## config.mk

```make
export PLATFORM = sky130hd
export DESIGN_NAME = spsq_ctrl
export DESIGN_NICKNAME = d
export VERILOG_FILES = /design/src/hdl/spsq_pkg.sv /design/src/hdl/spsq_ctrl.sv
export SDC_FILE = /design/constraint.sdc
export NUM_CORES = 1
export LEC_CHECK = 0
export BUFFER_PORTS_ARGS = -buffer_cell sky130_fd_sc_hd__buf_2
export CORE_ASPECT_RATIO = 1.2
export CORE_MARGIN = 2
export CORE_UTILIZATION = 51
export DETAILED_ROUTE_END_ITERATION = 12
export PLACE_DENSITY = 0.81
export SLEW_MARGIN = 5
export SYNTH_ARGS = -nofsm -noshare
export SYNTH_HDL_FRONTEND = slang
export SYNTH_SLANG_ARGS = --single-unit
```

## constraint.sdc

```tcl
create_clock -name clk -period 1.9 [get_ports clk]
set_clock_uncertainty 0.05 [all_clocks]
set_input_delay 0.19 -clock clk [delete_from_list [all_inputs] [get_ports clk]]
set_output_delay 0.19 -clock clk [all_outputs]
set_load 0.01 [all_outputs]
```

## src/hdl/spsq_pkg.sv

```systemverilog
// Shared types, constants and codes for the shape point/segment query block.
// No dependencies; imported by the query interface and every module.
package spsq_pkg;

	localparam int COORD_W      = 12;
	localparam int DIFF_W       = COORD_W + 1;
	localparam int PROD_W       = 2 * DIFF_W;
	localparam int SUM_W        = PROD_W + 1;
	localparam int AC_W         = PROD_W;
	localparam int RAD_W        = 12;
	localparam int R2_W         = 2 * RAD_W;
	localparam int WIDE_W       = 2 * AC_W;
	localparam int MAX_VERTICES = 16;
	localparam int VIDX_W       = $clog2(MAX_VERTICES);
	localparam int VCNT_W       = VIDX_W + 1;
	localparam int KIND_W       = 3;
	localparam int CFG_IDX_W    = 3;
	localparam int CFG_DATA_W   = 12;

	// shape kinds
	localparam logic [KIND_W-1:0] KIND_POINT   = 3'd0;
	localparam logic [KIND_W-1:0] KIND_SEGMENT = 3'd1;
	localparam logic [KIND_W-1:0] KIND_RAY     = 3'd2;
	localparam logic [KIND_W-1:0] KIND_LINE    = 3'd3;
	localparam logic [KIND_W-1:0] KIND_POLYGON = 3'd4;
	localparam logic [KIND_W-1:0] KIND_CIRCLE  = 3'd5;

	// configuration register indexes
	localparam logic [CFG_IDX_W-1:0] REG_SHAPE_KIND   = 3'd0;
	localparam logic [CFG_IDX_W-1:0] REG_FIRST_X      = 3'd1;
	localparam logic [CFG_IDX_W-1:0] REG_FIRST_Y      = 3'd2;
	localparam logic [CFG_IDX_W-1:0] REG_SECOND_X     = 3'd3;
	localparam logic [CFG_IDX_W-1:0] REG_SECOND_Y     = 3'd4;
	localparam logic [CFG_IDX_W-1:0] REG_RADIUS       = 3'd5;
	localparam logic [CFG_IDX_W-1:0] REG_VERTEX_COUNT = 3'd6;

	// operations
	localparam logic OP_LOAD  = 1'b0;
	localparam logic OP_QUERY = 1'b1;

	// product lanes: each is a cross or a dot product of two difference vectors
	localparam int Q_O1  = 0;  // crs(dP, Q1-P1)
	localparam int Q_O2  = 1;  // crs(dP, Q2-P1)
	localparam int Q_O3  = 2;  // crs(dQ, P1-Q1)
	localparam int Q_O4  = 3;  // crs(dQ, P2-Q1)
	localparam int Q_DEN = 4;  // crs(dQ, dP)
	localparam int Q_DA  = 5;
	localparam int Q_DB  = 6;
	localparam int Q_DC  = 7;
	localparam int Q_DD  = 8;
	localparam int Q_RD1 = 9;
	localparam int Q_RD2 = 10;
	localparam int Q_SQ1 = 11;
	localparam int Q_SQ2 = 12;
	localparam int Q_EE  = 13;
	localparam int Q_T   = 14;
	localparam int NQ    = 15;
	localparam logic [NQ-1:0] Q_IS_CROSS = 15'b000_0000_0001_1111;

	typedef logic signed [COORD_W-1:0] coord_t;
	typedef logic signed [DIFF_W-1:0]  diff_t;

	typedef struct packed {
		coord_t x;
		coord_t y;
	} pt_t;

	typedef struct packed {
		diff_t x;
		diff_t y;
	} dv_t;

	typedef struct packed {
		logic              cap;
		logic              wr;
		logic              issue;
		logic              rd_en;
		logic              rd_edge;
		logic [VIDX_W-1:0] rd_addr;
		logic              out_load;
	} dp_cmd_t;

	typedef struct packed {
		logic              is_poly;
		logic [VCNT_W-1:0] poly_n;
	} dp_sts_t;

	function automatic dv_t pt_sub(pt_t a, pt_t b);
		dv_t r;
		r.x = DIFF_W'(a.x) - DIFF_W'(b.x);
		r.y = DIFF_W'(a.y) - DIFF_W'(b.y);
		return r;
	endfunction

endpackage

```

## src/hdl/spsq_ctrl.sv

```systemverilog
// Controller: item handshake, polygon edge walk, pipeline drain and result valid.
// Depends on spsq_pkg; commands spsq_datapath.
module spsq_ctrl import spsq_pkg::*; (
	input  logic    clk,
	input  logic    arst_n,
	input  logic    in_valid,
	input  logic    operation,
	output logic    in_ready,
	output logic    out_valid,
	input  logic    out_ready,
	input  dp_sts_t sts,
	output dp_cmd_t cmd
);

	localparam logic [2:0] S_IDLE  = 3'd0;
	localparam logic [2:0] S_ISSUE = 3'd1;
	localparam logic [2:0] S_POLY  = 3'd2;
	localparam logic [2:0] S_DRAIN = 3'd3;
	localparam logic [2:0] S_DONE  = 3'd4;

	localparam logic [1:0] DRAIN_PLAIN = 2'd1;
	localparam logic [1:0] DRAIN_POLY  = 2'd2;

	logic [2:0]        state_q;
	logic [VCNT_W-1:0] cnt_q;
	logic [1:0]        drain_q;
	logic              accept, out_free;

	assign in_ready = (state_q == S_IDLE);
	assign accept   = in_valid & in_ready;
	assign out_free = !out_valid || out_ready;

	always_comb begin
		cmd          = '0;
		cmd.cap      = accept;
		cmd.wr       = accept && (operation == OP_LOAD);
		cmd.issue    = (state_q == S_ISSUE);
		cmd.rd_en    = (state_q == S_POLY);
		cmd.rd_edge  = (cnt_q != '0);
		cmd.rd_addr  = (cnt_q == sts.poly_n) ? '0 : cnt_q[VIDX_W-1:0];
		cmd.out_load = (state_q == S_DONE) && out_free;
	end

	always_ff @(posedge clk or negedge arst_n) begin
		if (!arst_n) begin
			state_q   <= S_IDLE;
			cnt_q     <= '0;
			drain_q   <= '0;
			out_valid <= 1'b0;
		end else begin
			if (cmd.out_load) begin
				out_valid <= 1'b1;
			end else if (out_ready) begin
				out_valid <= 1'b0;
			end
			case (state_q)
				S_IDLE: begin
					if (accept) begin
						cnt_q <= '0;
						if (operation == OP_LOAD) begin
							state_q <= S_DONE;
						end else if (sts.is_poly) begin
							state_q <= (sts.poly_n < VCNT_W'(3)) ? S_DONE : S_POLY;
						end else begin
							state_q <= S_ISSUE;
						end
					end
				end
				S_ISSUE: begin
					drain_q <= DRAIN_PLAIN;
					state_q <= S_DRAIN;
				end
				S_POLY: begin
					if (cnt_q == sts.poly_n) begin
						drain_q <= DRAIN_POLY;
						state_q <= S_DRAIN;
					end else begin
						cnt_q <= cnt_q + VCNT_W'(1);
					end
				end
				S_DRAIN: begin
					if (drain_q == '0) begin
						state_q <= S_DONE;
					end else begin
						drain_q <= drain_q - 2'd1;
					end
				end
				S_DONE: begin
					if (out_free) begin
						state_q <= S_IDLE;
					end
				end
				default: state_q <= S_IDLE;
			endcase
		end
	end

endmodule

```

* After elaboration in Yosys (flattened, before gate mapping) *
Cells that the tools add are included.

cells by class
  add/sub/neg operators = 2
  magnitude comparators = 1
  equality and inequality tests = 11
  muxes and demuxes = 17
  bitwise operators = 2
  reductions and logical operators = 13

operators with widths
  operator                                                                       number
  3-bit 2-to-1 mux                                                               7
  3-bit case mux with 5 select lines                                             1
  5-bit 2-to-1 mux                                                               2
  5-bit case mux with 2 select lines                                             1
  2-bit != test (second input constant)                                          4
  3-bit by 2-bit equality test with 1-bit output (second input constant)         2
  2-bit case mux with 3 select lines                                             1
  3-bit AND reduction                                                            2
  5-bit by 1-bit adder with 5-bit output (second input constant)                 1
  5-bit equality test                                                            1
  5-bit by 2-bit less-than comparator with 1-bit output (second input constant)  1
  5-bit nonzero test                                                             1
  2-bit 2-to-1 mux                                                               2
  4-bit 2-to-1 mux                                                               1
  2-bit by 1-bit != test with 1-bit output (second input constant)               2
  4-bit AND reduction                                                            1
  2-bit nonzero test                                                             2
  3-bit by 1-bit equality test with 1-bit output (second input constant)         1
  3-bit equality test (second input constant)                                    1
  3-bit logical NOT                                                              1
  3-bit nonzero test                                                             1
  1-bit logical AND                                                              2
  2-bit logical NOT                                                              1
  1-bit 2-to-1 mux                                                               2
  5 further kinds                                                                5

word-level totals
  bits in registers = 11
  bits of input ports = 11
  output and inout bits = 12
  word-level logic and storage cells = 50

* Longest topological paths before layout *
  depth after elaboration = 6
  mapped depth = 7
  depth with buffers taken out = 6

* Worst setup path after synthesis *
OpenSTA, ideal clock, no wires.

  path type = flip-flop to flip-flop
  start point = register state_q[1]
  end point = register cnt_q[2]
  setup time = 120 ps
  arrival = 1510 ps
  data required time = 1730 ps
  setup slack = 220 ps
  cell stages (with the launch flop) = 8
  path buffers = 2
  clock period less this slack = 1680 ps
  cells stage by stage = dfrtp_1 > buf_6 > or4b_4 > buf_6 > clkinv_4 > or4_1 > o211ai_1 > a41o_1

between the ends
  longest elaborated chain between the ends = 4
  elaborated cells between the ends (all ways) = 8
  those cells by class = eq/ne: 3; mux: 1; bitwise: 1; reduce/logical: 3

RTL lines
  element                                             line             text
  start: declaration                                  spsq_ctrl.sv:24  logic [2:0] state_q;
  start signal: assignment                            spsq_ctrl.sv:63  state_q <= (sts.poly_n < VCNT_W'(3)) ? S_DONE : S_POLY;
  3-bit logical NOT                                   spsq_ctrl.sv:29  assign in_ready = (state_q == S_IDLE);
  1-bit AND                                           spsq_ctrl.sv:30  assign accept = in_valid & in_ready;
  via accept                                          spsq_ctrl.sv:27  logic accept, out_free;
  2-bit by 1-bit != test with 1-bit output (no line)  n/a
  3-bit AND reduction (no line)                       n/a
  end signal: assignment                              spsq_ctrl.sv:78  cnt_q <= cnt_q + VCNT_W'(1);
  end: declaration                                    spsq_ctrl.sv:25  logic [VCNT_W-1:0] cnt_q;

The timed path passes the listed nets, and every way through them passes these cells.
A chain may end at the register's enable or synchronous reset.

==> flow_metrics.env <==
export IMPL_outcome="complete, no violations"
export IMPL_antenna_violating_nets_post_route=0
export IMPL_seq_area_um2=280.3
export IMPL_startpoint="state_q[1]"
export IMPL_fin_area_um2=1092
export IMPL_synth_ff_type="dfrtp_1"
export IMPL_worstReg2RegStart="state_q[1]"
export IMPL_synth_enable_flop_cells=0
export IMPL_r2r_worst_path_cells=5
export IMPL_core_area_um2=1602
export IMPL_synth_area_per_cell_um2=8.594
export IMPL_die_area_um2=2012
export IMPL_holdCritPathClass="in -> reg"
export IMPL_worstPathBufferInverterCount=1
export IMPL_wire_per_inst_um=15.54
export IMPL_cell_with_the_biggest_individual_delay_on_the_critical_path="or4b_4"
export IMPL_critPathMaxFanout=10
export IMPL_post_dp_hpwl_mm=1.533
export IMPL_max_clock_freq_mhz=541.6
export IMPL_htreeDepth=1
export IMPL_die_height_um=48.74
export IMPL_instances_no_fill=147
export IMPL_tightestPinTransition_ns=0.3302
export IMPL_floorplan_io_pins=23
export IMPL_relSlewSlack_pct=77.70
export IMPL_critical_path_endpoint_type="output pin"
export IMPL_worstSkewPairLatency_ns=0.28
export IMPL_floorplan_rows=16
export IMPL_place_congestion=0.9180
export IMPL_timing_worst_setup_path_type="reg -> out"
export IMPL_viasPerCell=5.925
export IMPL_clock_root_buffer="clkbuf_4"
export IMPL_drc_errors=0
export IMPL_finalWorstPathRequiredPeriod_ns=1.846
export IMPL_routed_wl_mm=2.284
export IMPL_crit_required_ns=1.66
export IMPL_cells_after_synth=99
export IMPL_grt_util_all_layers_pct=26.23
export IMPL_hold_violations=0
export IMPL_p_leak_nw=0.5415
export IMPL_postSynthRegisterBits=11
export IMPL_unrepaired_setup_endpoints_after_global_routing="yes"
export IMPL_fin_setup_tns_ns=0
export IMPL_cellPowerDensity_nw_per_um2=1606
export IMPL_crit_path_cell_trace="or4b_4 > nor2_1 > buf_2"
export IMPL_number_of_placed_instances_with_taps_included=136
export IMPL_post_synth_top_area_fraction_pct=32.35
export IMPL_syn_cell_area_um2=850.8
export IMPL_cp_top_family="simple AND/OR/NAND/NOR gates"
export IMPL_total_power_mw=1.754
export IMPL_worst_endpoint_arrival_ns=1.61
export IMPL_floorplan_die_width_um=41.29
export IMPL_initial_antenna_violation_count=0
export IMPL_number_of_inserted_diodes=0
export IMPL_cts_path_max_buffers=2
export IMPL_yosysWarningCount=0
export IMPL_synthesis_nets=113
export IMPL_num_fill_cells=127
export IMPL_yosys_top_cells_area="dfrtp_1, nand3_1, ha_1, nor2_1, inv_1"
export IMPL_synth_cells_most_frequent="dfrtp_1, nor2_1, inv_1, nand3_1, nand2_1"
export IMPL_power_ir_vdd_worst_mv=0.8289
export IMPL_synth_cell_type_count=44
export IMPL_tritoncts_clock_tree="done"
export IMPL_clk_transition_reported_paths_ns=0.06
export IMPL_post_route_period_util_pct=97.18
export IMPL_overall_overflow_remaining_after_global_route=0
export IMPL_setup_violations=0
export IMPL_area_of_combinational_cells_with_multiple_inputs_um2=526.8
export IMPL_grt_start_max_net_pins=12
export IMPL_post_synth_top_area_cell="dfrtp_1"
export IMPL_synthArstFlopShare_pct=100.0
export IMPL_timing_final_max_slew_violations=0
export IMPL_holdWs_ns=0.1512
export IMPL_critical_path_cell_count=3
export IMPL_timing_max_cap_violations=0
export IMPL_detailroute_via_count=871
export IMPL_iter_0_drt_violations=31
export IMPL_vias_in_the_first_global_route=858
export IMPL_synthToLayoutAreaGrowth_pct=28.38
export IMPL_post_place_ws_ns=0.1914
export IMPL_cts_made_buffers=3
export IMPL_design_final_nets=144
export IMPL_max_stage_delay_ns=0.62
export IMPL_placedInstanceArea_um2=960.9
export IMPL_min_delay_start="sts[5]"
export IMPL_post_synth_top_count_cell="dfrtp_1"
export IMPL_post_route_worst_setup_slack_ns=0.05352
export IMPL_postLayoutCoreUtil_pct=68.20
export IMPL_timing_critical_path_from_type="register"
export IMPL_yosysSeqAreaShare_pct=32.35
export IMPL_drive_above_1_share_pct=39.53
export IMPL_port_buffer_count=22
export IMPL_clkSinkCount=11
export IMPL_initial_core_util_pct=53.13
export IMPL_detail_route_first_pass_iterations=5
export IMPL_wire_length_of_the_first_global_routing_pass_mm=3.691
export IMPL_worstHoldPathCells=3
==> path summary, 6_finish.rpt <==
path                                    to  slack (ns)
worst max-delay path                cmd[8]        0.05
worst min-delay path            state_q[1]        0.15
worst max register to register    cnt_q[2]        0.17
worst min register to register   out_valid        0.48
max in group asynchronous         cnt_q[4]        1.32
min in group asynchronous         cnt_q[1]        0.25
==> cell families after synthesis <==
family,share of synthesized area [%]
DFF,32.35
AOI/OAI and AO/OA,20.15
xor gates and xnor gates,6.178
adders and majority gates,4.412
buffers and inverters,10.29
and+or+nand+nor,25.30
muxes,1.323
==> metal layers <==
layer | wire (um) | vias to the layer above | GRT usage (%) | share of wire, %
met2 | 1197 | 36 | 41.67 | 52
met5 | 0 | - | 0 | 0
met1 | 899 | 408 | 31.86 | 39
li1 | - | 423 | - | -
met3 | 158 | 4 | 7.798 | 6.9
met4 | 28 | 0 | 9.677 | 1.2
==> cells in the final DEF (no fill, tap or decap), drive strengths merged, types with 2 or more instances in the layout <==
cell type / n
buf: 31
dfrtp: 11
inv: 9
nor2: 9
nand3: 8
nand2: 7
a21oi: 4
clkbuf: 4
xnor2: 3
xor2: 3
ha: 3
and3: 3
or4b: 2
nand4: 2
o211ai: 2
a41o: 2
o21ai: 2
==> tightest hold or removal path, stage by stage <==
cell and delay (ns):
buf_2 0.11, nand4_1 0.07, a211oi_1 0.06
==> state kept, by name, indices dropped and copies added (netlist names) <==
signal / cells
cnt_q: 5
state_q: 3
out_valid: 1
drain_q: 2
==> what timing repair did <==
action                                  CTS  global route
hold endpoints to repair                 11             0
pin swaps                                 0             1
endpoints found under the setup margin    1             5
resized for setup                         3             9
buffers inserted                          2             4
hold buffers                              1             0
==> cell type report <==
cell class                 instances  area share (%)
multi-input combinational         72           48.22
tap                               18           2.062
timing repair buffer              32           17.75
sequential                        11           25.66
clock buffer                       4           2.405
inverter                          10           3.895
==> where the power goes <==
group          total (mW)  switching, mW  internal (mW)
logic                1.10          0.575          0.528
registers           0.487          0.141          0.346
clock network       0.164         0.0829         0.0815
total                1.75          0.799          0.955
(Power assumes the default switching activity.)
